<file path="src/design/conv3_pkg.sv">
package conv3_pkg;

  localparam int MAX_WIDTH  = 2048;
  localparam int COL_W      = $clog2(MAX_WIDTH);
  localparam int WREG_W     = 12;
  localparam int ROW_W      = 16;
  localparam int WCMP_W     = (COL_W + 1 > WREG_W) ? COL_W + 1 : WREG_W;
  localparam int PIX_W      = 8;
  localparam int PIX_MAX    = 255;
  localparam int OUT_COL_W  = 11;
  localparam int CFG_IDX_W  = 2;
  localparam int CFG_DATA_W = 16;
  localparam int SUM_W      = 12;
  localparam int RECIP9     = 7282;
  localparam int RECIP9_W   = 13;
  localparam int RECIP9_SH  = 16;
  localparam int WORD_W     = 2 * PIX_W;

  typedef logic [PIX_W-1:0] pix_t;
  typedef logic [8:0][PIX_W-1:0] win_t;

  typedef enum logic [CFG_IDX_W-1:0] {
    CFG_MODE   = 2'd0,
    CFG_WIDTH  = 2'd1,
    CFG_HEIGHT = 2'd2
  } cfg_idx_t;

  typedef enum logic {
    MODE_MEAN  = 1'b0,
    MODE_SHARP = 1'b1
  } mode_t;

  typedef struct packed {
    logic [COL_W-1:0] col;
    logic [ROW_W-1:0] row;
    logic             emit;
    logic             last;
  } pos_t;

endpackage

</file>
<file path="src/design/conv3_window.sv">
module conv3_window (
  input  logic             clk,
  input  logic             rst_n,
  input  logic             shift,
  input  conv3_pkg::pix_t  top,
  input  conv3_pkg::pix_t  mid,
  input  conv3_pkg::pix_t  px,
  input  conv3_pkg::mode_t mode,
  output conv3_pkg::pix_t  value
);

  conv3_pkg::win_t                                win_r;
  conv3_pkg::win_t                                win_nxt;
  logic [conv3_pkg::SUM_W-1:0]                    sum;
  logic [conv3_pkg::SUM_W+conv3_pkg::RECIP9_W-1:0] prod;
  conv3_pkg::pix_t                                mean;
  logic [conv3_pkg::PIX_W+2:0]                    c5;
  logic [conv3_pkg::PIX_W+1:0]                    nb;
  logic signed [conv3_pkg::PIX_W+3:0]             diff;
  conv3_pkg::pix_t                                sharp;

  always_comb begin
    win_nxt[0] = win_r[1];
    win_nxt[1] = win_r[2];
    win_nxt[2] = top;
    win_nxt[3] = win_r[4];
    win_nxt[4] = win_r[5];
    win_nxt[5] = mid;
    win_nxt[6] = win_r[7];
    win_nxt[7] = win_r[8];
    win_nxt[8] = px;
  end

  always_ff @(posedge clk) begin
    if (!rst_n) begin
      win_r <= '0;
    end else if (shift) begin
      win_r <= win_nxt;
    end
  end

  // mean: sum of nine times reciprocal of nine, exact for sums up to 2295
  always_comb begin
    sum = '0;
    for (int k = 0; k < 9; k++) begin
      sum = sum + conv3_pkg::SUM_W'(win_nxt[k]);
    end
  end

  assign prod = (conv3_pkg::SUM_W + conv3_pkg::RECIP9_W)'(sum)
              * (conv3_pkg::SUM_W + conv3_pkg::RECIP9_W)'(conv3_pkg::RECIP9);
  assign mean = prod[conv3_pkg::RECIP9_SH +: conv3_pkg::PIX_W];

  always_comb begin
    c5   = {1'b0, win_nxt[4], 2'b00} + (conv3_pkg::PIX_W + 3)'(win_nxt[4]);
    nb   = (conv3_pkg::PIX_W + 2)'(win_nxt[1]) + (conv3_pkg::PIX_W + 2)'(win_nxt[3])
         + (conv3_pkg::PIX_W + 2)'(win_nxt[5]) + (conv3_pkg::PIX_W + 2)'(win_nxt[7]);
    diff = $signed({1'b0, c5}) - $signed({2'b00, nb});
    if (diff < 0) begin
      sharp = '0;
    end else if (diff > $signed((conv3_pkg::PIX_W + 4)'(conv3_pkg::PIX_MAX))) begin
      sharp = conv3_pkg::PIX_W'(conv3_pkg::PIX_MAX);
    end else begin
      sharp = diff[conv3_pkg::PIX_W-1:0];
    end
  end

  assign value = (mode == conv3_pkg::MODE_SHARP) ? sharp : mean;

endmodule

</file>
<file path="config.mk">
export PLATFORM = sky130hd
export DESIGN_NAME = conv3_window
export DESIGN_NICKNAME = d
export VERILOG_FILES = /design/src/design/conv3_pkg.sv /design/src/design/conv3_window.sv
export SDC_FILE = /design/constraint.sdc
export NUM_CORES = 1
export LEC_CHECK = 0
export BUFFER_PORTS_ARGS = -buffer_cell sky130_fd_sc_hd__buf_2
export CAP_MARGIN = 20
export CORE_UTILIZATION = 50
export CTS_CLUSTER_SIZE = 16
export DETAILED_ROUTE_END_ITERATION = 16
export MAX_ROUTING_LAYER = met4
export PLACE_DENSITY_LB_ADDON = 0.15
export SKIP_LAST_GASP = 1
export SLEW_MARGIN = 15
export SYNTH_ARGS = -nofsm -noshare
export SYNTH_HDL_FRONTEND = slang
export SYNTH_SLANG_ARGS = --single-unit
</file>
<file path="constraint.sdc">
create_clock -name clk -period 10.3 [get_ports clk]
set_input_delay 0.515 -clock clk [delete_from_list [all_inputs] [get_ports clk]]
set_output_delay 0.515 -clock clk [all_outputs]
set_load 0.01 [all_outputs]
</file>
==> results of run 1 <==
-- cell usage after synthesis, types with 2 or more instances --
library cell,instances
sky130_fd_sc_hd__o211a_1,2
sky130_fd_sc_hd__mux2i_1,50
sky130_fd_sc_hd__buf_1,2
sky130_fd_sc_hd__fa_1,108
sky130_fd_sc_hd__buf_2,2
sky130_fd_sc_hd__nand4_1,2
sky130_fd_sc_hd__o31ai_1,2
sky130_fd_sc_hd__a211oi_2,2
sky130_fd_sc_hd__o21a_1,4
sky130_fd_sc_hd__o211ai_1,2
sky130_fd_sc_hd__nor2b_1,52
sky130_fd_sc_hd__xor2_1,14
sky130_fd_sc_hd__dfxtp_1,48
sky130_fd_sc_hd__nor3_1,12
sky130_fd_sc_hd__ha_1,95
sky130_fd_sc_hd__nand2b_1,2
sky130_fd_sc_hd__o21ai_2,2
sky130_fd_sc_hd__xnor2_1,19
sky130_fd_sc_hd__and2_1,2
sky130_fd_sc_hd__o21bai_1,4
sky130_fd_sc_hd__nand2_1,8
sky130_fd_sc_hd__clkbuf_1,7
sky130_fd_sc_hd__a21oi_1,16
sky130_fd_sc_hd__nand3_1,3
sky130_fd_sc_hd__a21boi_0,2
sky130_fd_sc_hd__o21ai_0,6
sky130_fd_sc_hd__o22ai_1,5
sky130_fd_sc_hd__nor2_1,13
sky130_fd_sc_hd__a21o_1,9
sky130_fd_sc_hd__inv_1,185
-- layer usage --
metal	share of wire (%)	vias to the layer above	wire, um	track usage [%]
met3	2.8	14	358	3.28
met2	50	52	6340	34.4
met5	0	-	0	-
li1	-	2244	-	-
met4	2.1	0	262	6.17
met1	45	2228	5660	25.2
-- cell families after synthesis --
| group | Yosys count | synth area share [%] |
|---|---|---|
| multiplexers | 51 | 7.38 |
| AO/OA/AOI/OAI | 67 | 6.96 |
| adder cells (fa/ha/maj) | 203 | 48.3 |
| flip-flops | 48 | 13.9 |
| AND/OR/NAND/NOR | 101 | 8.57 |
| XOR/XNOR | 33 | 4.17 |
| buffers and inverters | 197 | 10.8 |
-- cell type report --
type                    instances  area [sq um]
fillers                      1215          5960
multi-input cells             455          5230
flip-flops and latches         48           961
inverters                     185           694
well taps                     176           220
repair buffers                 36           183
clock buffers                   6           139
clock inverters                 2          13.8
-- through the flow --
step           util (%)  hold slack (ps)  cell area [sq um]
2_1_floorplan         -              517               6940
3_3_place_gp       54.4              534               7290
3_5_place_dp       54.4              538               7290
4_1_cts            55.5              472               7440
5_1_grt            55.5              490               7440
6_report           55.5              483               7440
-- worst max-delay path: cells and delay by family --
kind                     cells  cell delay [ps]
XOR/XNOR                     2              650
AND/OR/NAND/NOR              2              290
AO/OA/AOI/OAI                9             1860
adder cells (fa/ha/maj)     12             4860
buffers and inverters        6              460
multiplexers                 1              220
-- final timing paths --
path / to / slack (ps) / cells after the start
worst max-delay path: value[7] / 930 / 32
worst min-delay path: win_nxt[63] / 480 / 3
worst min register to register: win_nxt[51] / 540 / 2
worst max register to register: win_nxt[24] / 9410 / 2
==> results.sh, run 1 <==
export IMPL_hold_path_startpoint="px[7]"
export IMPL_die_height_um=120
export IMPL_async_flop_share_pct=0
export IMPL_synth_seq_area_share_pct=13.9
export IMPL_viasPerCell=5.00
export IMPL_grt_max_degree=49
export IMPL_cts_hold_buf=0
export IMPL_cts_resized_gates=0
export IMPL_tightestPinTransition_ps=789
export IMPL_root_buffer="sky130_fd_sc_hd__clkbuf_16"
export IMPL_die_area_sq_mm=0.0143
export IMPL_outcome="finished clean"
export IMPL_grt_setup_unrepaired="no"
export IMPL_setup_worst_path_end_class="primary output"
export IMPL_clk_insertion_delay_late_ps=300
export IMPL_wire_per_inst_um=13.9
export IMPL_post_route_min_period_ps=9370
export IMPL_maxSlewViolCount=0
export IMPL_worstSetupPathType="input port to primary output"
export IMPL_die_width_um=120
export IMPL_core_region_area_sq_mm=0.0134
export IMPL_slowest_stage="sky130_fd_sc_hd__fa_1"
export IMPL_launch_point_of_the_worst_reg_to_reg_path="win_nxt[32]"
export IMPL_setup_slack_ps=931
export IMPL_final_min_period_over_clock_period_pct=91.0
export IMPL_final_layout_size_suffix_gt1_share_pct=8.06
export IMPL_clock_path_buffers=2
export IMPL_final_net_count=962
export IMPL_dpl_cell_count=900
export IMPL_final_common_cell="sky130_fd_sc_hd__inv_1"
export IMPL_largest_reg_flops=48
export IMPL_count_of_distinct_cell_types_in_the_synthesized_netlist=50
export IMPL_drt_pass1_iter_count=4
export IMPL_dr_total_vias=4538
export IMPL_io_pins=36
export IMPL_cts_clk_slew_worst_paths_ps=70
export IMPL_worstSetupStartpoint="top[2]"
export IMPL_finalClockSkew_ps=1.00
export IMPL_ys_dominant_reg_cell="sky130_fd_sc_hd__dfxtp_1"
export IMPL_cts_sinks=48
export IMPL_initial_cell_density_of_the_core_pct=51.8
export IMPL_critPathLaunchType="input port"
export IMPL_synth_avg_cell_area_sq_um=9.91
export IMPL_crit_path_max_incr_delay_ps=530
export IMPL_cp_data_arrival_time_ps=8850
export IMPL_final_wtd_congestion=0.912
export IMPL_post_synth_main_area_contributors="sky130_fd_sc_hd__fa_1 31%, sky130_fd_sc_hd__ha_1 17%, sky130_fd_sc_hd__dfxtp_1 14%"
export IMPL_remaining_drc_errors=0
export IMPL_crit_path_max_fanout=6
export IMPL_number_of_maximum_capacitance_constraint_violations=0
export IMPL_hold_path_class="input port to flop"
export IMPL_tritoncts="built"
export IMPL_timing_final_hold_violations=0
export IMPL_cts_buffers=5
export IMPL_antenna_cells=0
export IMPL_final_cells=908
export IMPL_timing_final_setup_violations=0
export IMPL_antenna_found_initial=0
export IMPL_htreeDepth=2
export IMPL_timing_critical_path_required_ps=9790
export IMPL_placementRows=42
export IMPL_dpl_worst_slack_ps=953
export IMPL_synth_seq_cells=48
export IMPL_route_final_wire_length_mm=12.6
export IMPL_detail_route_antenna_nets=0
export IMPL_max_slew_margin_pct=47.4
export IMPL_groute_usage_overall_pct=20.4
export IMPL_fmaxAchievable_mhz=107
export IMPL_most_frequent_cells_in_the_layout="185 x sky130_fd_sc_hd__inv_1, 108 x sky130_fd_sc_hd__fa_1, 95 x sky130_fd_sc_hd__ha_1"
export IMPL_cts_setup_buffers=0
export IMPL_first_global_vias=4864
export IMPL_synth_nets=931
export IMPL_yosys_warnings=0
export IMPL_buffer_ports_inserted=35
export IMPL_mappedNetlistArea_sq_mm=0.00694
export IMPL_grt_pass1_wl_mm=22.4
export IMPL_area_growth_synth_to_final_pct=7.27
export IMPL_postSynthCellCount=700
export IMPL_post_dp_hpwl_mm=11.2
export IMPL_timing_critical_path_mode_cell="sky130_fd_sc_hd__fa_1"
export IMPL_synth_top_cell_area_share_pct=31.2
export IMPL_netlist_top_cell_by_area="sky130_fd_sc_hd__fa_1"
export IMPL_first_iter_violations=144
export IMPL_globalRoute_totalOverflow=0
export IMPL_totalNegativeSetupSlack_ps=0
export IMPL_synth_edf_count=0
Power of run 1 is left out: the tool's default activity adds up to more than one toggle a clock period on the data nets, which glitch-free logic cannot reach.
==> run 2: changes to the inputs <==
--- a/config.mk
+++ b/config.mk
@@ -7,11 +7,12 @@
 export LEC_CHECK = 0
 export BUFFER_PORTS_ARGS = -buffer_cell sky130_fd_sc_hd__buf_2
 export CAP_MARGIN = 20
+export CORE_MARGIN = 2
 export CORE_UTILIZATION = 50
 export CTS_CLUSTER_SIZE = 16
 export DETAILED_ROUTE_END_ITERATION = 16
 export MAX_ROUTING_LAYER = met4
-export PLACE_DENSITY_LB_ADDON = 0.15
+export PLACE_DENSITY = 0.67
 export SKIP_LAST_GASP = 1
 export SLEW_MARGIN = 15
 export SYNTH_ARGS = -nofsm -noshare
==> constraint.sdc (replaced) <==
create_clock -name clk -period 10.5 [get_ports clk]
set_input_delay 0.525 -clock clk [delete_from_list [all_inputs] [get_ports clk]]
set_output_delay 0.525 -clock clk [all_outputs]
set_load 0.01 [all_outputs]
==> run 2 against run 1 <==
Against the previous run:
- clock skew rose by 1.5 ps
- utilization fell by 1.0 points
- hold slack improved by 25 ps
- via count fell by 1.1%
- non-clock buffer count did not move
- final cell count rose by 0.33%
- design area rose by 0.50%
- critical endpoint is now value[5]
- highest routed layer unchanged
==> results.sh, run 2 (synthesized netlist as in run 1, its figures left out) <==
export IMPL_largest_reg_flops=48
export IMPL_totalNegativeSetupSlack_ps=0
export IMPL_first_iter_violations=118
export IMPL_max_slew_margin_pct=46.9
export IMPL_final_fill_count=1202
export IMPL_most_frequent_cells_in_the_layout="185 x sky130_fd_sc_hd__inv_1, 108 x sky130_fd_sc_hd__fa_1, 95 x sky130_fd_sc_hd__ha_1"
export IMPL_viasPerCell=4.93
export IMPL_root_buffer="sky130_fd_sc_hd__clkbuf_16"
export IMPL_grt_max_degree=49
export IMPL_ff_latch_area_sq_um=961
export IMPL_slowest_stage="sky130_fd_sc_hd__fa_1"
export IMPL_cts_clk_slew_worst_paths_ps=60
export IMPL_fmaxAchievable_mhz=106
export IMPL_initial_cell_density_of_the_core_pct=50.6
export IMPL_final_layout_size_suffix_gt1_share_pct=7.93
export IMPL_buffer_ports_inserted=35
export IMPL_core_region_area_sq_mm=0.0137
export IMPL_cp_data_arrival_time_ps=8920
export IMPL_die_area_sq_mm=0.0148
export IMPL_clock_path_buffers=2
export IMPL_cts_buffers=5
export IMPL_grt_met3_usage_pct=2.81
export IMPL_wire_per_inst_um=13.9
export IMPL_timing_final_setup_violations=0
export IMPL_remaining_drc_errors=0
export IMPL_die_height_um=122
export IMPL_crit_path_max_fanout=7
export IMPL_final_common_cell="sky130_fd_sc_hd__inv_1"
export IMPL_multi_input_comb_area_sq_mm=0.00523
export IMPL_dr_total_vias=4490
export IMPL_timing_final_hold_violations=0
export IMPL_post_dp_hpwl_mm=11.1
export IMPL_number_of_maximum_capacitance_constraint_violations=0
export IMPL_setup_worst_path_end_class="primary output"
export IMPL_detail_route_antenna_nets=0
export IMPL_grtUsageMet1_pct=25.2
export IMPL_drt_pass1_iter_count=6
export IMPL_worstSetupPathType="input port to primary output"
export IMPL_die_width_um=122
export IMPL_min_path_cells=3
export IMPL_cts_sinks=48
export IMPL_final_min_period_over_clock_period_pct=89.9
export IMPL_clk_insertion_delay_late_ps=290
export IMPL_tightestPinTransition_ps=797
export IMPL_final_cell_area_sq_mm=0.00748
export IMPL_cts_resized_gates=0
export IMPL_finalCoreUtilization_pct=54.5
export IMPL_globalRoute_totalOverflow=0
export IMPL_cts_hold_buf=0
export IMPL_critPathLaunchType="input port"
export IMPL_reg2regPathDepth=2
export IMPL_post_route_min_period_ps=9440
export IMPL_finalClockSkew_ps=2.47
export IMPL_htreeDepth=2
export IMPL_tritoncts="built"
export IMPL_antenna_found_initial=0
export IMPL_maxSlewViolCount=0
export IMPL_io_pins=36
export IMPL_crit_path_max_incr_delay_ps=560
export IMPL_outcome="finished clean"
export IMPL_grt_pass1_wl_mm=22.1
export IMPL_grt_busiest_layer="met2"
export IMPL_globalRouteMet2Util_pct=32.6
export IMPL_placementRows=43
export IMPL_timing_critical_path_required_ps=9980
export IMPL_antenna_cells=0
export IMPL_groute_usage_overall_pct=19.2
export IMPL_area_growth_synth_to_final_pct=7.81
export IMPL_final_wtd_congestion=0.920
export IMPL_final_net_count=962
export IMPL_first_global_vias=4751
export IMPL_grt_setup_unrepaired="no"
export IMPL_post_dp_cell_area_sq_mm=0.00729
export IMPL_hold_path_class="input port to flop"
export IMPL_cts_setup_buffers=0
export IMPL_route_final_wire_length_mm=12.6
==> run 2: changes by cell type in the layout (fill, tap and decap cells not counted), sizes merged <==
cell | previous run | this run
bufinv | 0 | 2
clkbuf | 6 | 5
clkinv | 1 | 0
inv | 186 | 185
==> run 2: critical path: cells and delay by family <==
| kind | cells | cell delay [ps] |
|---|---|---|
| xor gates and xnor gates | 2 | 510 |
| AOI/OAI and AO/OA | 9 | 1610 |
| and+or+nand+nor | 2 | 490 |
| adders and majority gates | 11 | 5050 |
| buffers and inverters | 10 | 720 |
==> run 2: area by class of cell <==
cell class	instances	share of cell area, %
tap	180	3.01
sequential	48	12.9
multi-input combinational	455	69.9
timing repair buffer	36	2.44
inverter	185	9.29
clock buffer	5	1.67
clock inverter	2	0.803
==> run 2: layer usage <==
layer  up-vias  wire (um)
met5         -          0
met2        48       6530
met3        11        288
li1       2248          -
met1      2183       5700
met4         0        122
==> run 2: stage by stage <==
| step | instances | hold WS (ps) | worst slack [ps] |
|---|---|---|---|
| 2_1_floorplan | 700 | 517 | 1730 |
| 3_3_place_gp | 904 | 531 | 1280 |
| 3_5_place_dp | 904 | 540 | 1070 |
| 4_1_cts | 911 | 502 | 1030 |
| 5_1_grt | 911 | 505 | 529 |
| 6_report | 911 | 508 | 1060 |
==> run 2: worst paths after layout <==
check / end / startpoint / slack (ps)
setup reg to reg: win_nxt[24] / win_nxt[32] / 9590
setup / recovery: value[5] / top[3] / 1060
hold reg to reg: win_nxt[48] / win_nxt[48] / 540
hold / removal: win_nxt[10] / top[2] / 510
Power of run 2 is left out for the same reason.
==> run 3: changes to the inputs <==
==> constraint.sdc (replaced) <==
create_clock -name clk -period 10.8 [get_ports clk]
set_input_delay 1.08 -clock clk [delete_from_list [all_inputs] [get_ports clk]]
set_output_delay 1.08 -clock clk [all_outputs]
set_load 0.01 [all_outputs]
==> run 3 against run 2 <==
Against the previous run:
- non-clock buffer count is 2 higher
- clock skew increased by 1.7 ps
- die area did not move
- flip-flop and latch count unchanged
- final cell count is 0.22% higher
- worst setup slack worse by 660 ps
- routed wire length up 1.5%
- first-iteration DRC count up 17%
- largest cell class unchanged
- sequential share of layout area is 0.096 points lower
- utilization is 0.41 points higher
- register-to-register slack gained 300 ps
==> results.sh, run 3 (synthesized netlist as in run 1, its figures left out) <==
export IMPL_outcome="finished clean"
export IMPL_tritoncts="built"
export IMPL_viasPerCell=4.99
export IMPL_die_width_um=122
export IMPL_remaining_drc_errors=0
export IMPL_first_global_vias=4861
export IMPL_final_layout_size_suffix_gt1_share_pct=9.14
export IMPL_number_of_maximum_capacitance_constraint_violations=0
export IMPL_root_buffer="sky130_fd_sc_hd__clkbuf_16"
export IMPL_final_common_cell="sky130_fd_sc_hd__inv_1"
export IMPL_route_final_wire_length_mm=12.8
export IMPL_timing_final_setup_violations=0
export IMPL_max_slew_margin_pct=45.9
export IMPL_grt_max_degree=49
export IMPL_groute_usage_overall_pct=19.4
export IMPL_core_region_area_sq_mm=0.0137
export IMPL_grt_busiest_layer="met2"
export IMPL_wire_per_inst_um=14.1
export IMPL_cts_hold_buf=0
export IMPL_timing_critical_path_required_ps=9720
export IMPL_grt_setup_unrepaired="no"
export IMPL_area_growth_synth_to_final_pct=8.62
export IMPL_htreeDepth=2
export IMPL_critPathLaunchType="input port"
export IMPL_post_route_min_period_ps=10400
export IMPL_largest_reg_flops=48
export IMPL_crit_path_max_fanout=7
export IMPL_first_iter_violations=138
export IMPL_totalNegativeSetupSlack_ps=0
export IMPL_finalClockSkew_ps=4.13
export IMPL_die_area_sq_mm=0.0148
export IMPL_antenna_cells=0
export IMPL_cp_data_arrival_time_ps=9320
export IMPL_clock_path_buffers=2
export IMPL_grtUsageMet1_pct=25.4
export IMPL_final_min_period_over_clock_period_pct=96.3
export IMPL_placementRows=43
export IMPL_maxSlewViolCount=0
export IMPL_buffer_ports_inserted=35
export IMPL_crit_path_max_incr_delay_ps=560
export IMPL_hold_path_class="flop to flop"
export IMPL_fmaxAchievable_mhz=96.1
export IMPL_globalRoute_totalOverflow=0
export IMPL_globalRouteMet2Util_pct=32.9
export IMPL_post_dp_hpwl_mm=11.2
export IMPL_final_net_count=964
export IMPL_dr_total_vias=4552
export IMPL_io_pins=36
export IMPL_worstSetupPathType="input port to primary output"
export IMPL_detail_route_antenna_nets=0
export IMPL_cts_clk_slew_worst_paths_ps=60
export IMPL_grt_met3_usage_pct=2.48
export IMPL_most_frequent_cells_in_the_layout="185 x sky130_fd_sc_hd__inv_1, 108 x sky130_fd_sc_hd__fa_1, 95 x sky130_fd_sc_hd__ha_1"
export IMPL_cts_buffers=5
export IMPL_slowest_stage="sky130_fd_sc_hd__fa_1"
export IMPL_tightestPinTransition_ps=812
export IMPL_die_height_um=122
export IMPL_clk_insertion_delay_late_ps=290
export IMPL_setup_worst_path_end_class="primary output"
export IMPL_cts_sinks=48
export IMPL_final_wtd_congestion=0.920
export IMPL_timing_final_hold_violations=0
export IMPL_initial_cell_density_of_the_core_pct=50.6
export IMPL_drt_pass1_iter_count=5
export IMPL_antenna_found_initial=0
export IMPL_grt_pass1_wl_mm=22.4
[run 3: changes by cell type in the layout (fill, tap and decap cells not counted), sizes merged]
cell and change:
buf +2
[run 3: path summary, 6_finish.rpt]
path / from / to / slack (ps) / cells after the start
max: top[3] / value[5] / 400 / 34
min: win_nxt[5] / win_nxt[5] / 550 / 2
min reg2reg: win_nxt[5] / win_nxt[5] / 550 / 2
max reg2reg: win_nxt[32] / win_nxt[24] / 9890 / 2
[run 3: layout make-up]
| class | count | area [sq um] |
|---|---|---|
| clock buffer | 5 | 125 |
| clock inverter | 2 | 60.1 |
| fill | 1206 | 6190 |
| inverter | 185 | 694 |
| multi-input combinational | 455 | 5270 |
| sequential | 48 | 961 |
| tap | 180 | 225 |
| timing repair buffer | 38 | 198 |
[run 3: worst max-delay path, delay by kind of cell]
family                   cells  cell delay (ps)
AO/OA/AOI/OAI                9             1600
buffers and inverters       10              720
XOR/XNOR                     2              430
AND/OR/NAND/NOR              2              490
adder cells (fa/ha/maj)     11             4990
[run 3: metal layers]
layer	vias up	part of all wire, %
li1	2254	-
met2	54	51
met4	0	1.1
met5	-	0
met1	2229	46
met3	15	2.1
[run 3: metrics by stage]
| stage | instances | setup slack (ps) | hold slack, ps | utilization (%) | area (sq um) |
|---|---|---|---|---|---|
| 2_1_floorplan | 700 | 923 | 517 | - | 6940 |
| 3_5_place_dp | 904 | 295 | 541 | 53.2 | 7290 |
| 4_1_cts | 911 | 255 | 549 | 54.5 | 7480 |
| 3_3_place_gp | 904 | 470 | 531 | 53.2 | 7290 |
| 6_report | 913 | 397 | 547 | 54.9 | 7530 |
| 5_1_grt | 913 | 1.54 | 579 | 54.9 | 7530 |
[run 3: what timing repair did]
action	4_1_cts	5_1_grt
setup buffers	0	2
setup endpoints to repair	0	5
resized for setup	0	7
Power of run 3 is left out for the same reason.
