`src/design/conv3_pkg.sv`:
```
package conv3_pkg;

  localparam int MAX_WIDTH  = 2048;
  localparam int COL_W      = $clog2(MAX_WIDTH);
  localparam int WREG_W     = 12;
  localparam int ROW_W      = 16;
  localparam int WCMP_W     = (COL_W + 1 > WREG_W) ? COL_W + 1 : WREG_W;
  localparam int PIX_W      = 8;
  localparam int PIX_MAX    = 255;
  localparam int OUT_COL_W  = 11;
  localparam int CFG_IDX_W  = 2;
  localparam int CFG_DATA_W = 16;
  localparam int SUM_W      = 12;
  localparam int RECIP9     = 7282;
  localparam int RECIP9_W   = 13;
  localparam int RECIP9_SH  = 16;
  localparam int WORD_W     = 2 * PIX_W;

  typedef logic [PIX_W-1:0] pix_t;
  typedef logic [8:0][PIX_W-1:0] win_t;

  typedef enum logic [CFG_IDX_W-1:0] {
    CFG_MODE   = 2'd0,
    CFG_WIDTH  = 2'd1,
    CFG_HEIGHT = 2'd2
  } cfg_idx_t;

  typedef enum logic {
    MODE_MEAN  = 1'b0,
    MODE_SHARP = 1'b1
  } mode_t;

  typedef struct packed {
    logic [COL_W-1:0] col;
    logic [ROW_W-1:0] row;
    logic             emit;
    logic             last;
  } pos_t;

endpackage

```
`src/design/conv3_ctrl.sv`:
```
module conv3_ctrl (
  input  logic                             clk,
  input  logic                             rst_n,
  input  logic                             cfg_wr,
  input  logic [conv3_pkg::CFG_IDX_W-1:0]  cfg_index,
  input  logic [conv3_pkg::CFG_DATA_W-1:0] cfg_data,
  input  logic                             accept,
  output conv3_pkg::mode_t                 mode,
  output conv3_pkg::pos_t                  pos
);

  conv3_pkg::mode_t                 mode_r;
  logic [conv3_pkg::WREG_W-1:0]     width_r;
  logic [conv3_pkg::ROW_W-1:0]      height_r;
  logic [conv3_pkg::COL_W-1:0]      col_r;
  logic [conv3_pkg::COL_W-1:0]      col_nxt;
  logic [conv3_pkg::ROW_W-1:0]      row_r;
  logic [conv3_pkg::ROW_W-1:0]      row_nxt;
  logic [conv3_pkg::WCMP_W-1:0]     wlast;
  logic [conv3_pkg::ROW_W-1:0]      hlast;
  logic                             end_row;
  logic                             end_img;

  always_ff @(posedge clk) begin
    if (!rst_n) begin
      mode_r   <= conv3_pkg::MODE_MEAN;
      width_r  <= conv3_pkg::WREG_W'(2048);
      height_r <= conv3_pkg::ROW_W'(2048);
    end else if (cfg_wr) begin
      unique case (conv3_pkg::cfg_idx_t'(cfg_index))
        conv3_pkg::CFG_MODE:   mode_r   <= conv3_pkg::mode_t'(cfg_data[0]);
        conv3_pkg::CFG_WIDTH:  width_r  <= cfg_data[conv3_pkg::WREG_W-1:0];
        conv3_pkg::CFG_HEIGHT: height_r <= cfg_data[conv3_pkg::ROW_W-1:0];
        default: ;
      endcase
    end
  end

  // last column and row after clamping the configured size
  always_comb begin
    if (width_r < conv3_pkg::WREG_W'(3)) begin
      wlast = conv3_pkg::WCMP_W'(2);
    end else if (conv3_pkg::WCMP_W'(width_r) > conv3_pkg::WCMP_W'(conv3_pkg::MAX_WIDTH)) begin
      wlast = conv3_pkg::WCMP_W'(conv3_pkg::MAX_WIDTH - 1);
    end else begin
      wlast = conv3_pkg::WCMP_W'(width_r) - conv3_pkg::WCMP_W'(1);
    end
    if (height_r < conv3_pkg::ROW_W'(3)) begin
      hlast = conv3_pkg::ROW_W'(2);
    end else begin
      hlast = height_r - conv3_pkg::ROW_W'(1);
    end
  end

  assign end_row = conv3_pkg::WCMP_W'(col_r) >= wlast;
  assign end_img = end_row && (row_r >= hlast);

  always_comb begin
    if (end_row) begin
      col_nxt = '0;
      row_nxt = end_img ? '0 : row_r + conv3_pkg::ROW_W'(1);
    end else begin
      col_nxt = col_r + conv3_pkg::COL_W'(1);
      row_nxt = row_r;
    end
  end

  always_ff @(posedge clk) begin
    if (!rst_n) begin
      col_r <= '0;
      row_r <= '0;
    end else if (accept) begin
      col_r <= col_nxt;
      row_r <= row_nxt;
    end
  end

  assign mode     = mode_r;
  assign pos.col  = col_r;
  assign pos.row  = row_r;
  assign pos.emit = (row_r >= conv3_pkg::ROW_W'(2)) && (col_r >= conv3_pkg::COL_W'(2));
  assign pos.last = end_img;

  a_wrap_to_origin: assert property (@(posedge clk) disable iff (!rst_n)
    accept && end_img |=> (col_r == '0) && (row_r == '0))
    else $error("counters did not wrap at end of image");

  a_col_step: assert property (@(posedge clk) disable iff (!rst_n)
    accept && !end_row |=> col_r == $past(col_r) + conv3_pkg::COL_W'(1))
    else $error("column counter skipped");

endmodule

```
`config.mk`:
```
export PLATFORM = sky130hd
export DESIGN_NAME = conv3_ctrl
export DESIGN_NICKNAME = d
export VERILOG_FILES = /design/src/design/conv3_pkg.sv /design/src/design/conv3_ctrl.sv
export SDC_FILE = /design/constraint.sdc
export NUM_CORES = 1
export LEC_CHECK = 0
export BUFFER_PORTS_ARGS = -buffer_cell sky130_fd_sc_hd__buf_2
export CAP_MARGIN = 20
export CORE_ASPECT_RATIO = 2
export CORE_UTILIZATION = 55
export CTS_CLUSTER_SIZE = 14
export DETAILED_ROUTE_END_ITERATION = 8
export PLACE_DENSITY = 0.77
export SLEW_MARGIN = 10
export SYNTH_ARGS = -nofsm -noshare
export SYNTH_HDL_FRONTEND = slang
export SYNTH_SLANG_ARGS = --single-unit
```
`constraint.sdc`:
```
create_clock -name clk -period 7.75 [get_ports clk]
set_clock_uncertainty 0.1 [all_clocks]
set_input_delay 1.1625 -clock clk [delete_from_list [all_inputs] [get_ports clk]]
set_output_delay 1.1625 -clock clk [all_outputs]
set_load 0.05 [all_outputs]
```
==> reports/summary.md, run 1 <==
In this run the power density over the cells is 173 mW/mm2. The number of nets handed over by synthesis was 533. Compared with the post-synthesis result, the final layout area differs by 12.2%. For this run, design rule violations remaining after detail routing come to 0. A synthesized cell averages 8.17 um2. Based on the critical path, the design can be clocked at up to 192 MHz.

The logs give 0 for the post-CTS resize count and 0 ns for the final-layout setup total negative slack. The sequential fraction of the synthesis area came out at 28.8%. The logs give 0 for the number of violations of the max-capacitance limit and 52 for the count of pins on the block boundary. The area of the mapped netlist came out at 0.00389 mm2. In this run, the number of DRC markers left after iteration 0 of detailed routing was 204.

The die is 61.5 um wide. The flow ran to the end, and the final reports show no timing, DRC or antenna violations. Data on the critical path is required at its endpoint by 6.49 ns. Counting I/O delays and the setup requirement, the final critical path takes 5.21 ns. STA classifies the critical path startpoint as a flip-flop. For this block, the via count after detailed routing is 3595.

The region available for standard cell placement spans 0.00689 mm2. Post-CTS setup-driven buffer insertion count: 0. The clock net in this run drives a total of 56 sinks.

TritonCTS built the clock tree. The run gives 0.30 ns as the clock latency reported for the late side of the worst-skew pair. In this run, synthesis inferred 0 flip-flops with an integrated enable.

The initial antenna violation count is 0, and the cell area after placement is 0.00415 mm2. Post-route clock period utilization: 67.3%. The tools report the number of distinct library cells after synthesis as 61. The remaining max-slew budget at the tightest pin came out at 49.6%. The tools report the layout net count as 574. Setup violations remaining at the end of the flow were counted as 0. The setup path with the least slack is of type reg -> out.

For the pin with the worst max-slew slack, the measured transition is 0.756 ns. The root buffer cell was sky130_fd_sc_hd__clkbuf_16. For the final number of hold-violating endpoints, the log shows 0.

For the detailed-placement wirelength estimate, the log shows 7440 um. The via count of the first global-routing pass is 3545, and the Yosys warning count is 0. The tightest min-delay check is of the reg -> reg type.

The largest net degree at the start of global routing is 50. Among all flip-flop cells after synthesis, the most frequent one is sky130_fd_sc_hd__dfxtp_1. Before antenna repair, the detailed router went through 5 iterations. The tools report the routability congestion estimate from global placement as 0.875.

Using the TritonRoute via totals, the vias-per-cell ratio works out to 5.91. Data arrives at the worst endpoint at 3.95 ns. Overall power consumption after layout is estimated at 0.756 mW.

The run gives 56.5% as the initial core utilization. The run gives 43 as the row count. Type of destination of the critical path: an output pin. The maximum number of buffers from clock root to sink came out at 2. Setup repair after global routing left no endpoint under its margin. For this design, the CTS-stage hold fixing added 0 buffers. Cells with a size suffix above 1 make up 15.1% of the layout. The repair_antennas step left the layout with diodes totalling 0. After detailed routing, the average wire length per cell comes to 15.6 um. The worst-case IR drop observed on VDD is 198 uV.

After synthesis, the share of flip-flops with an asynchronous set or reset is 0%. CTS built an H-tree with a depth of 2. The number of fillers in the final layout was 658. Once detail routing completed, the nets flagged for antenna violations numbered 0. The tools report the count of final max-slew check failures as 0. After routing the design area is 0.00436 mm2. Summed over all layers, the routed wires come to 9510 um. Counting the buffers created by CTS gives 5. For this design the static power due to leakage is 1.89 nW. The first-pass GRT wire length was 16000 um; the clock-pin slew on the worst setup and hold paths was 0.07 ns. The residual overflow from global routing came out at 0. The maximum net fanout on the critical path works out to 15. The number of buffers added on ports is 51, and the register bit count reported by yosys is 56.

The floorplan step defined a die boundary enclosing 0.00743 mm2. Across every metal layer, demand over resource in global routing totals 28.2%. The height of the chip is 121 um, and the post-synthesis instance total is 476.
state kept, by name, indices dropped and copies added (netlist names):
name      cells
height_r     16
row_r        16
width_r      12
col_r        11
mode          1
per-stage QoR:
step / util (%) / hold WS, ns / setup slack (ns) / cells
6_report: 63.4 / 0.407 / 2.54 / 608
3_5_place_dp: 60.2 / 0.395 / 2.89 / 600
5_1_grt: 63.4 / 0.437 / 2.17 / 608
3_3_place_gp: 60.2 / 0.392 / 2.99 / 600
2_1_floorplan: - / 0.368 / 3.40 / 476
4_1_cts: 63.4 / 0.409 / 2.53 / 608
final timing paths:
path,from,endpoint,slack [ns],cells after the start
min reg2reg,height_r[15],height_r[15],0.41,2
min,height_r[15],height_r[15],0.41,2
max reg2reg,height_r[8],row_r[5],3.63,11
max,height_r[8],pos[0],2.54,11
report_power, final:
part / total, mW / leakage (nW) / switching [mW] / internal, mW
registers: 0.303 / 0.454 / 0.00974 / 0.294
clock network: 0.324 / 0.104 / 0.106 / 0.218
logic: 0.128 / 1.33 / 0.0780 / 0.0504
total: 0.756 / 1.89 / 0.194 / 0.562
cell usage after synthesis, drive strengths merged (3+ instances only):
cell / count / area share (%)
a2111oi: 3 / 1.3
a211oi: 7 / 1.4
a21boi: 32 / 6.2
a21oi: 15 / 2.1
a31oi: 4 / 0.64
and3: 9 / 1.5
and3b: 3 / 0.68
buf: 4 / 0.90
clkbuf: 14 / 2.1
dfxtp: 56 / 29
ha: 35 / 11
inv: 14 / 1.4
nand2: 100 / 9.6
nand3: 9 / 1.2
nand3b: 7 / 1.4
nand4: 13 / 2.1
nor2: 25 / 2.5
nor3: 14 / 2.5
nor4: 10 / 2.0
o211ai: 4 / 0.77
o21ai: 19 / 2.8
o22ai: 6 / 0.97
o31ai: 9 / 2.1
or4: 10 / 2.0
xnor2: 11 / 2.7
xor2: 19 / 4.3
kinds of logic (layout without fill, tap and decap cells):
kind of cell | after synthesis | after routing | synth area share (%)
buf+inv | 32 | 74 | 4.37
compound gates | 111 | 111 | 20.9
simple gates | 211 | 211 | 27.4
fa+ha+maj | 35 | 35 | 11.3
mux | 1 | 1 | 0.257
flops | 56 | 56 | 28.8
xor+xnor | 30 | 30 | 6.95
per-layer routing:
layer	part of all wire, %	routed length (um)	track usage, %
met5	0	0	0
met1	36	3450	28.6
met4	4.8	452	16.7
met3	4.0	381	4.80
met2	55	5230	50.5
final cells by class:
class | count | area (um2) | share of cell area (%)
Timing Repair Buffer | 52 | 263 | 6.02
Clock buffer | 5 | 125 | 2.87
Sequential cell | 56 | 1120 | 25.7
Tap cell | 90 | 113 | 2.58
Multi-Input combinational cell | 388 | 2600 | 59.6
Clock inverter | 3 | 90.1 | 2.06
Inverter | 14 | 52.6 | 1.20
critical path: stages, from the launching register on:
cell and delay, ns:
sky130_fd_sc_hd__dfxtp_1 0.36, sky130_fd_sc_hd__or4_1 0.60, sky130_fd_sc_hd__nor4_1 0.41, sky130_fd_sc_hd__nand3_1 0.48
sky130_fd_sc_hd__nand2_1 0.18, sky130_fd_sc_hd__ha_1 0.27, sky130_fd_sc_hd__a41o_1 0.24, sky130_fd_sc_hd__a21oi_1 0.16
sky130_fd_sc_hd__o221ai_1 0.16, sky130_fd_sc_hd__a21oi_2 0.43, sky130_fd_sc_hd__nor3_1 0.13, sky130_fd_sc_hd__buf_2 0.24
cells in the final DEF, fill, tap and decap left out, types with 3 or more instances in the layout:
cell type / n
sky130_fd_sc_hd__a211oi_1: 7
sky130_fd_sc_hd__a21boi_0: 30
sky130_fd_sc_hd__a21oi_1: 13
sky130_fd_sc_hd__a31oi_1: 4
sky130_fd_sc_hd__and3_1: 8
sky130_fd_sc_hd__and3b_1: 3
sky130_fd_sc_hd__buf_2: 51
sky130_fd_sc_hd__bufinv_16: 3
sky130_fd_sc_hd__clkbuf_16: 5
sky130_fd_sc_hd__dfxtp_1: 56
sky130_fd_sc_hd__ha_1: 35
sky130_fd_sc_hd__inv_1: 14
sky130_fd_sc_hd__nand2_1: 100
sky130_fd_sc_hd__nand3_1: 9
sky130_fd_sc_hd__nand3b_1: 7
sky130_fd_sc_hd__nand4_1: 13
sky130_fd_sc_hd__nor2_1: 23
sky130_fd_sc_hd__nor3_1: 11
sky130_fd_sc_hd__nor4_1: 9
sky130_fd_sc_hd__o211ai_1: 4
sky130_fd_sc_hd__o21ai_0: 14
sky130_fd_sc_hd__o21ai_1: 3
sky130_fd_sc_hd__o22ai_1: 6
sky130_fd_sc_hd__o31ai_1: 8
sky130_fd_sc_hd__or4_1: 9
sky130_fd_sc_hd__xnor2_1: 10
sky130_fd_sc_hd__xor2_1: 19
Power figures use the tool's default switching activity.
==> inputs of run 2 (changes only) <==
==> constraint.sdc (replaced) <==
create_clock -name clk -period 4.8 [get_ports clk]
set_clock_uncertainty 0.1 [all_clocks]
set_input_delay 0.72 -clock clk [delete_from_list [all_inputs] [get_ports clk]]
set_output_delay 0.72 -clock clk [all_outputs]
set_load 0.05 [all_outputs]
==> run 2 against run 1 <==
  * Via count up 1.2%
  * Final cell count increased by 0.33%
  * Clock-buffer cell count increased by 1
  * Critical endpoint unchanged
  * Global-route usage decreased by 0.80 points
  * Sequential power is 62% higher
  * Worst setup slack worse by 2.3 ns
  * Non-clock buffer count increased by 2
  * Routed wire length decreased by 1.4%
  * First-iteration DRC count is 20% higher
  * Largest power group is now sequential cells
  * Design area is 0.92% lower
  * Worst hold slack got worse by 0.0073 ns
  * Die area stayed put
  * Highest routed layer unchanged
  * Critical path type unchanged
==> reports/summary.md, run 2 (synthesis gave the netlist of run 1 again) <==
The area growth from synthesis to final layout is 11.1% (was 12.2%). The number of cells on the worst reg-to-reg path was 14 (was 11); the number of H-tree branching levels was 2 (unchanged). The tools report the launch point of the worst reg-to-reg path as height_r[2] (was height_r[8]).

The final cell area excluding filler cells is 0.00432 mm2 (was 0.00436 mm2). The switching share of power was 28.7% (was 25.6%). The most congested layer reported by global routing is met2 (unchanged). The largest voltage drop on the vdd net is 239 uV (was 198 uV). Most frequent cells in the layout: sky130_fd_sc_hd__nand2_1 (100), sky130_fd_sc_hd__dfxtp_1 (56), sky130_fd_sc_hd__buf_2 (51) (unchanged). The routing usage on met3 is 4.48% (was 4.80%). The row count was 43 (unchanged); the iteration count of the initial detailed-routing pass was 4 (was 5).

The number of violations of the max-capacitance limit is 0 (unchanged), and the overall routed net length is 9380 um (was 9510 um). Cell area after placement: 0.00416 mm2 (was 0.00415 mm2). The part of the total power dissipated in sequential elements was 45.9% (was 40.2%); the floorplan core area was 0.00689 mm2 (unchanged).

For the initial antenna violation count, the log shows 0 (unchanged). The remaining max-slew budget at the tightest pin is 50.7% (was 49.6%), and the setup-violating endpoint count in the final report is 0 (unchanged). The clock-pin slew on the worst setup and hold paths is 0.07 ns (about the same).

The met1 global-route usage was 28.2% (was 28.6%); the area enclosed by the die boundary was 0.00743 mm2 (unchanged). Residual antenna-violating net count after detailed routing: 0 (unchanged). Power density normalized to cell area: 247 mW/mm2 (was 173 mW/mm2). The first-pass GRT wire length was 15400 um (was 16000 um); the count of final max-slew check failures was 0 (unchanged). The end point of the worst hold path is height_r[15] (unchanged).

The endpoint of the most critical register-to-register path is row_r[5] (unchanged). The share of post-route cells with drive strength above 1 came out at 15.8% (was 15.1%). The routability congestion estimate from global placement is 0.866 (was 0.875), and the global-route track usage on met2 is 49.3% (was 50.5%). Setup repair after global routing left no endpoint under its margin.

The number of buffers created by CTS came out at 5 (unchanged). Maximum number of buffers from clock root to sink: 2 (unchanged). The maximum net fanout on the critical path was 5 (was 15); the critical path data required time was 3.98 ns (was 6.49 ns). The run gives 576 (was 574) as the layout net count.

The worst endpoint data arrival time was 3.69 ns (was 3.95 ns). Highest-delay cell along the critical path: sky130_fd_sc_hd__or4_4 (was sky130_fd_sc_hd__or4_1). Counting stages on the worst path, the most repeated cell is sky130_fd_sc_hd__nand2_1. The die width is 61.5 um (unchanged).

The kind of launch point of the worst setup path was a flip-flop (unchanged). Most common cell after layout, fill and taps aside: sky130_fd_sc_hd__nand2_1 (unchanged). The type of the most critical hold path is reg -> reg (unchanged).

For the finished layout, the period the worst path requires is 4.51 ns. The type of destination of the critical path is an output pin (unchanged). The internal portion of total power was 0.762 mW (was 0.562 mW); the transition at the pin with the smallest max-transition slack was 0.739 ns (was 0.756 ns). The residual DRC count came out at 0 (unchanged). The clock sink count came out at 56 (unchanged).

Worst-path cell chain: or4_4, nor3_4, nand2_1, nor4_1, xor2_1, nand2_1, ha_1, nand4_1, or2_2, o221ai_1, a21oi_2, nor3_1, buf_2 (was or4_1, nor4_1, nand3_1, nand2_1, ha_1, a41o_1, a21oi_1, o221ai_1, a21oi_2, nor3_1, buf_2). The number of buffers added on ports is 51 (unchanged). The tools report the start point of the worst min-delay path as height_r[15] (unchanged). The count of pins on the block boundary is 52 (unchanged), and the total routing resource utilization after global routing is 27.4% (was 28.2%). The run gives 0.30 ns (about the same) as the clock latency reported for the late side of the worst-skew pair.

The number of stages on the worst hold path works out to 2 (unchanged). For the switching power, the log shows 0.307 mW (was 0.194 mW). The detailed-route vias per instance was 5.96 (was 5.91); the stage delay of the slowest cell on the critical path was 0.58 ns (was 0.60 ns).

The tools report the fmax as 222 MHz. The final number of hold-violating endpoints was 0 (unchanged); the largest net degree at the start of global routing was 50 (unchanged). Residual overflow from global routing: 0 (unchanged). The reported leakage power was 1.87 nW (was 1.89 nW). TritonCTS built the clock tree. The flow ran to the end, and the final reports show no timing, DRC or antenna violations. The initial core utilization came out at 56.5% (unchanged). The via count of the first global-routing pass was 3468 (was 3545). The detailed-placement wirelength estimate is 7350 um (was 7440 um). The DRC marker count from the first detailed-route iteration is 245 (was 204), and the clock share of power is 34.9% (was 42.9%). The final antenna diode count was 0 (unchanged); the height of the chip was 121 um (unchanged).

Registers with the most flip-flops: height_r: 16 flops, row_r: 16 flops, width_r: 12 flops (unchanged). The reg2reg setup slack is 0.97 ns (was 3.63 ns), and the via total after detailed routing is 3637 (was 3595). For the combinational group share of total power, the log shows 19.3% (was 17.0%). The root buffer cell is sky130_fd_sc_hd__clkbuf_16 (unchanged).

Kind of critical path: reg -> out (unchanged). The total of hold buffers inserted after clock tree synthesis was 0 (unchanged); the post-route clock period utilization was 94.0%. Final-layout setup total negative slack: 0 ns (unchanged). Routed length per instance: 15.4 um (was 15.6 um).
run 2: layer usage:
metal	up-vias	share of wire, %
li1	1818	-
met1	1694	37
met2	89	55
met3	36	2.9
met4	0	4.9
met5	-	0
run 2: worst max path at each step:
stage | from | endpoint | slack, ns | cells past startpoint
floorplan | height_r[8] | pos[0] | 0.89 | 12
global placement | height_r[2] | pos[0] | 0.72 | 13
detailed placement | height_r[8] | pos[0] | 0.53 | 11
CTS | height_r[8] | pos[0] | 0.19 | 11
global route | height_r[2] | pos[0] | 0.05 | 13
finish | height_r[2] | pos[0] | 0.29 | 13
run 2: area by class of cell:
cell class,count,area (um2)
inverter,14,52.6
clock buffer,6,139
sequential,56,1120
timing repair buffer,54,278
multi-input combinational,388,2610
tap,90,113
fill,676,2560
clock inverter,2,10.0
run 2: stage by stage:
step / worst slack [ns] / power, mW / cells / util [%] / hold WS, ns
after floorplan: 0.890 / 0.668 / 476 / - / 0.368
after global placement: 0.719 / 0.697 / 602 / 60.4 / 0.389
after detailed placement: 0.530 / 0.706 / 602 / 60.4 / 0.392
after CTS: 0.191 / 1.07 / 610 / 62.6 / 0.402
after global routing: 0.0546 / 1.12 / 610 / 62.8 / 0.427
final: 0.287 / 1.07 / 610 / 62.8 / 0.399
run 2: what timing repair did:
action | CTS | global route
gates resized for setup | 0 | 2
hold endpoints to repair | 0 | 0
endpoints found under the setup margin | 0 | 1
buffers inserted | 0 | 0
run 2: power groups by stage:
stage	clock (mW)	combinational (mW)	sequential, mW
6_report	0.373	0.206	0.490
5_1_grt	0.398	0.233	0.492
4_1_cts	0.378	0.206	0.490
3_5_place_dp	0	0.205	0.501
3_3_place_gp	0	0.197	0.500
2_1_floorplan	0	0.166	0.502
run 2: critical path, delay by kind of cell (launching register included):
kind                       cells  cell delay [ns]
DFF                            1             0.36
buffers and inverters          1             0.30
AOI/OAI and AO/OA              2             0.33
adders and majority gates      1             0.30
xor gates and xnor gates       1             0.18
and+or+nand+nor                8             1.93
==> inputs of run 3 (changes only) <==
--- a/config.mk
+++ b/config.mk
@@ -11,8 +11,9 @@
 export CORE_UTILIZATION = 55
 export CTS_CLUSTER_SIZE = 14
 export DETAILED_ROUTE_END_ITERATION = 8
-export PLACE_DENSITY = 0.77
+export PLACE_DENSITY = 0.75
 export SLEW_MARGIN = 10
 export SYNTH_ARGS = -nofsm -noshare
 export SYNTH_HDL_FRONTEND = slang
 export SYNTH_SLANG_ARGS = --single-unit
+export TNS_END_PERCENT = 10
==> run 3 against run 2 <==
  * Clock-buffer cell count did not move
  * Combinational power barely moved
  * Non-clock buffer count fell by 1
  * Critical endpoint unchanged
  * Final cell count fell by 0.16%
  * Largest cell class unchanged
  * Clock power rose by 12%
  * Worst setup slack improved by 0.037 ns
==> reports/summary.md, run 3 (synthesis gave the netlist of run 1 again) <==
The flow ran to the end, and the final reports show no timing, DRC or antenna violations. The final antenna diode count is 0 (unchanged), and the number of violations of the max-capacitance limit is 0 (unchanged). The root buffer cell is sky130_fd_sc_hd__clkbuf_16 (unchanged). The reported leakage power is 1.87 nW (about the same), and the final cell area excluding filler cells is 0.00433 mm2 (was 0.00432 mm2).

Worst endpoint data arrival time: 3.66 ns (was 3.69 ns). Setup repair after global routing left no endpoint under its margin. The logs give 0 (unchanged) for the residual DRC count and 50.3% (was 50.7%) for the remaining max-slew budget at the tightest pin. The number of H-tree branching levels was 2 (unchanged); the worst slack at placement was 0.642 ns (was 0.530 ns). The fmax was 223 MHz (was 222 MHz); the detailed-route vias per instance was 5.93 (was 5.96). The power density normalized to cell area came out at 257 mW/mm2 (was 247 mW/mm2). For the number of fillers in the final layout, the log shows 683 (was 676).

The post-route clock period utilization was 93.3% (was 94.0%). The via count of the first global-routing pass was 3497 (was 3468); the worst hold slack was 0.406 ns (was 0.399 ns). The largest net degree at the start of global routing came out at 50 (unchanged). The setup-violating endpoint count in the final report is 0 (unchanged). The buffering stage count on the worst path with inverters included is 1 (unchanged), and the critical path data required time is 3.98 ns (about the same). Most common cell after layout, fill and taps aside: sky130_fd_sc_hd__nand2_1 (unchanged). The tools report the initial antenna violation count as 0 (unchanged). The final critical-path setup slack was 0.324 ns (was 0.287 ns). The tools report the total routing resource utilization after global routing as 28.4% (was 27.4%). For the detailed-placement wirelength estimate, the log shows 7380 um (was 7350 um). Stage delay of the slowest cell on the critical path: 0.61 ns (was 0.58 ns).

The residual overflow from global routing was 0 (unchanged). Highest-delay cell along the critical path: sky130_fd_sc_hd__or4_1 (was sky130_fd_sc_hd__or4_4). The routed length per instance is 15.6 um (was 15.4 um), and the clock sink count is 56 (unchanged). The die width is 61.5 um (unchanged), and the transition at the pin with the smallest max-transition slack is 0.745 ns (was 0.739 ns). Time the final worst path needs with I/O delays and setup: 4.48 ns (was 4.51 ns). Kind of cell adding the most delay to the critical path: simple AND/OR/NAND/NOR gates (unchanged).

The count of pins on the block boundary is 52 (unchanged). The share of post-route cells with drive strength above 1 came out at 15.2% (was 15.8%). The total of hold buffers inserted after clock tree synthesis is 0 (unchanged). Registers with the most flip-flops: height_r: 16 flops, row_r: 16 flops, width_r: 12 flops (unchanged). Overall routed net length: 9480 um (was 9380 um). The logs give 196 (was 245) for the DRC marker count from the first detailed-route iteration and 0 (unchanged) for the final number of hold-violating endpoints. The via total after detailed routing was 3614 (was 3637); the final-layout setup total negative slack was 0 ns (unchanged). The initial core utilization was 56.5% (unchanged); the height of the chip was 121 um (unchanged). Worst-path cell chain: or4_1, nor4_1, nand3_1, nand2_1, ha_1, nand4_1, or2_2, o221ai_1, a21oi_2, nor3_1, buf_2 (was or4_4, nor3_4, nand2_1, nor4_1, xor2_1, nand2_1, ha_1, nand4_1, or2_2, o221ai_1, a21oi_2, nor3_1, buf_2). The kind of launch point of the worst setup path was a flip-flop (unchanged). The tools report the clock latency reported for the late side of the worst-skew pair as 0.30 ns (about the same).

The first-pass GRT wire length was 16000 um (was 15400 um); the area enclosed by the die boundary was 0.00743 mm2 (unchanged). The tools report the routability congestion estimate from global placement as 0.853 (was 0.866). The type of destination of the critical path was an output pin (unchanged). The core utilization of the finished layout was 62.8% (about the same); the area growth from synthesis to final layout was 11.2% (was 11.1%).

The type of the most critical hold path was reg -> reg (unchanged). The largest voltage drop on the vdd net was 233 uV (was 239 uV); the number of standard cells in the final layout excluding fillers was 609 (was 610). The run gives 575 (was 576) as the layout net count. Most frequent cells in the layout: sky130_fd_sc_hd__nand2_1 (100), sky130_fd_sc_hd__dfxtp_1 (56), sky130_fd_sc_hd__buf_2 (51) (unchanged). The number of buffers added on ports was 51 (unchanged). The row count is 43 (unchanged). Kind of critical path: reg -> out (unchanged).

For the count of final max-slew check failures, the log shows 0 (unchanged). The clock-pin slew on the worst setup and hold paths was 0.06 ns (was 0.07 ns); the cell area after placement was 0.00416 mm2 (about the same). The run gives 1.11 mW (was 1.07 mW) as the total power after layout. TritonCTS built the clock tree. Maximum net fanout on the critical path: 15 (was 5). For the maximum number of buffers from clock root to sink, the log shows 2 (unchanged).

The logs give 601 (was 602) for the instance count after placement with tap cells included and 0.00689 mm2 (unchanged) for the floorplan core area. Residual antenna-violating net count after detailed routing: 0 (unchanged). Iteration count of the initial detailed-routing pass: 4 (unchanged).

The number of buffers created by CTS is 5 (unchanged).
==> run 3: tightest hold or removal path, delay by kind of cell, from the launching register on <==
kind            cells  cell delay, ns
flops               1            0.34
simple gates        1            0.06
compound gates      1            0.06
==> run 3: final cells by class <==
cell class                      count  area (um2)  share of cell area, %
Tap cell                           90         113                   2.60
Timing Repair Buffer               53         270                   6.25
Clock buffer                        6         129                   2.98
Clock inverter                      2        35.0                  0.810
Sequential cell                    56        1120                   25.9
Inverter                           14        52.6                   1.21
Multi-Input combinational cell    388        2610                   60.2
==> run 3: final timing paths <==
kind	end	cells after the start	startpoint	slack [ns]
setup / recovery	pos[0]	11	height_r[8]	0.32
hold / removal	height_r[15]	2	height_r[15]	0.41
setup reg to reg	row_r[5]	12	height_r[8]	0.84
hold reg to reg	height_r[15]	2	height_r[15]	0.41
==> run 3: per-layer routing <==
metal  track usage (%)  vias to the layer above  wire length (um)
li1                  -                     1807                 -
met1              29.7                     1702              3490
met2              51.8                       83              5280
met3              4.16                       22               294
met4              14.2                        0               427
met5                 0                        -                 0
==> run 3: power breakdown <==
group / internal, mW / switching [mW] / total, mW
Combinational: 0.0819 / 0.124 / 0.206
Sequential: 0.474 / 0.0160 / 0.490
Clock: 0.246 / 0.171 / 0.416
==> run 3: timing repair <==
action	in CTS	in global routing
endpoints found under the setup margin	0	1
buffers inserted	0	0
resized for setup	0	1
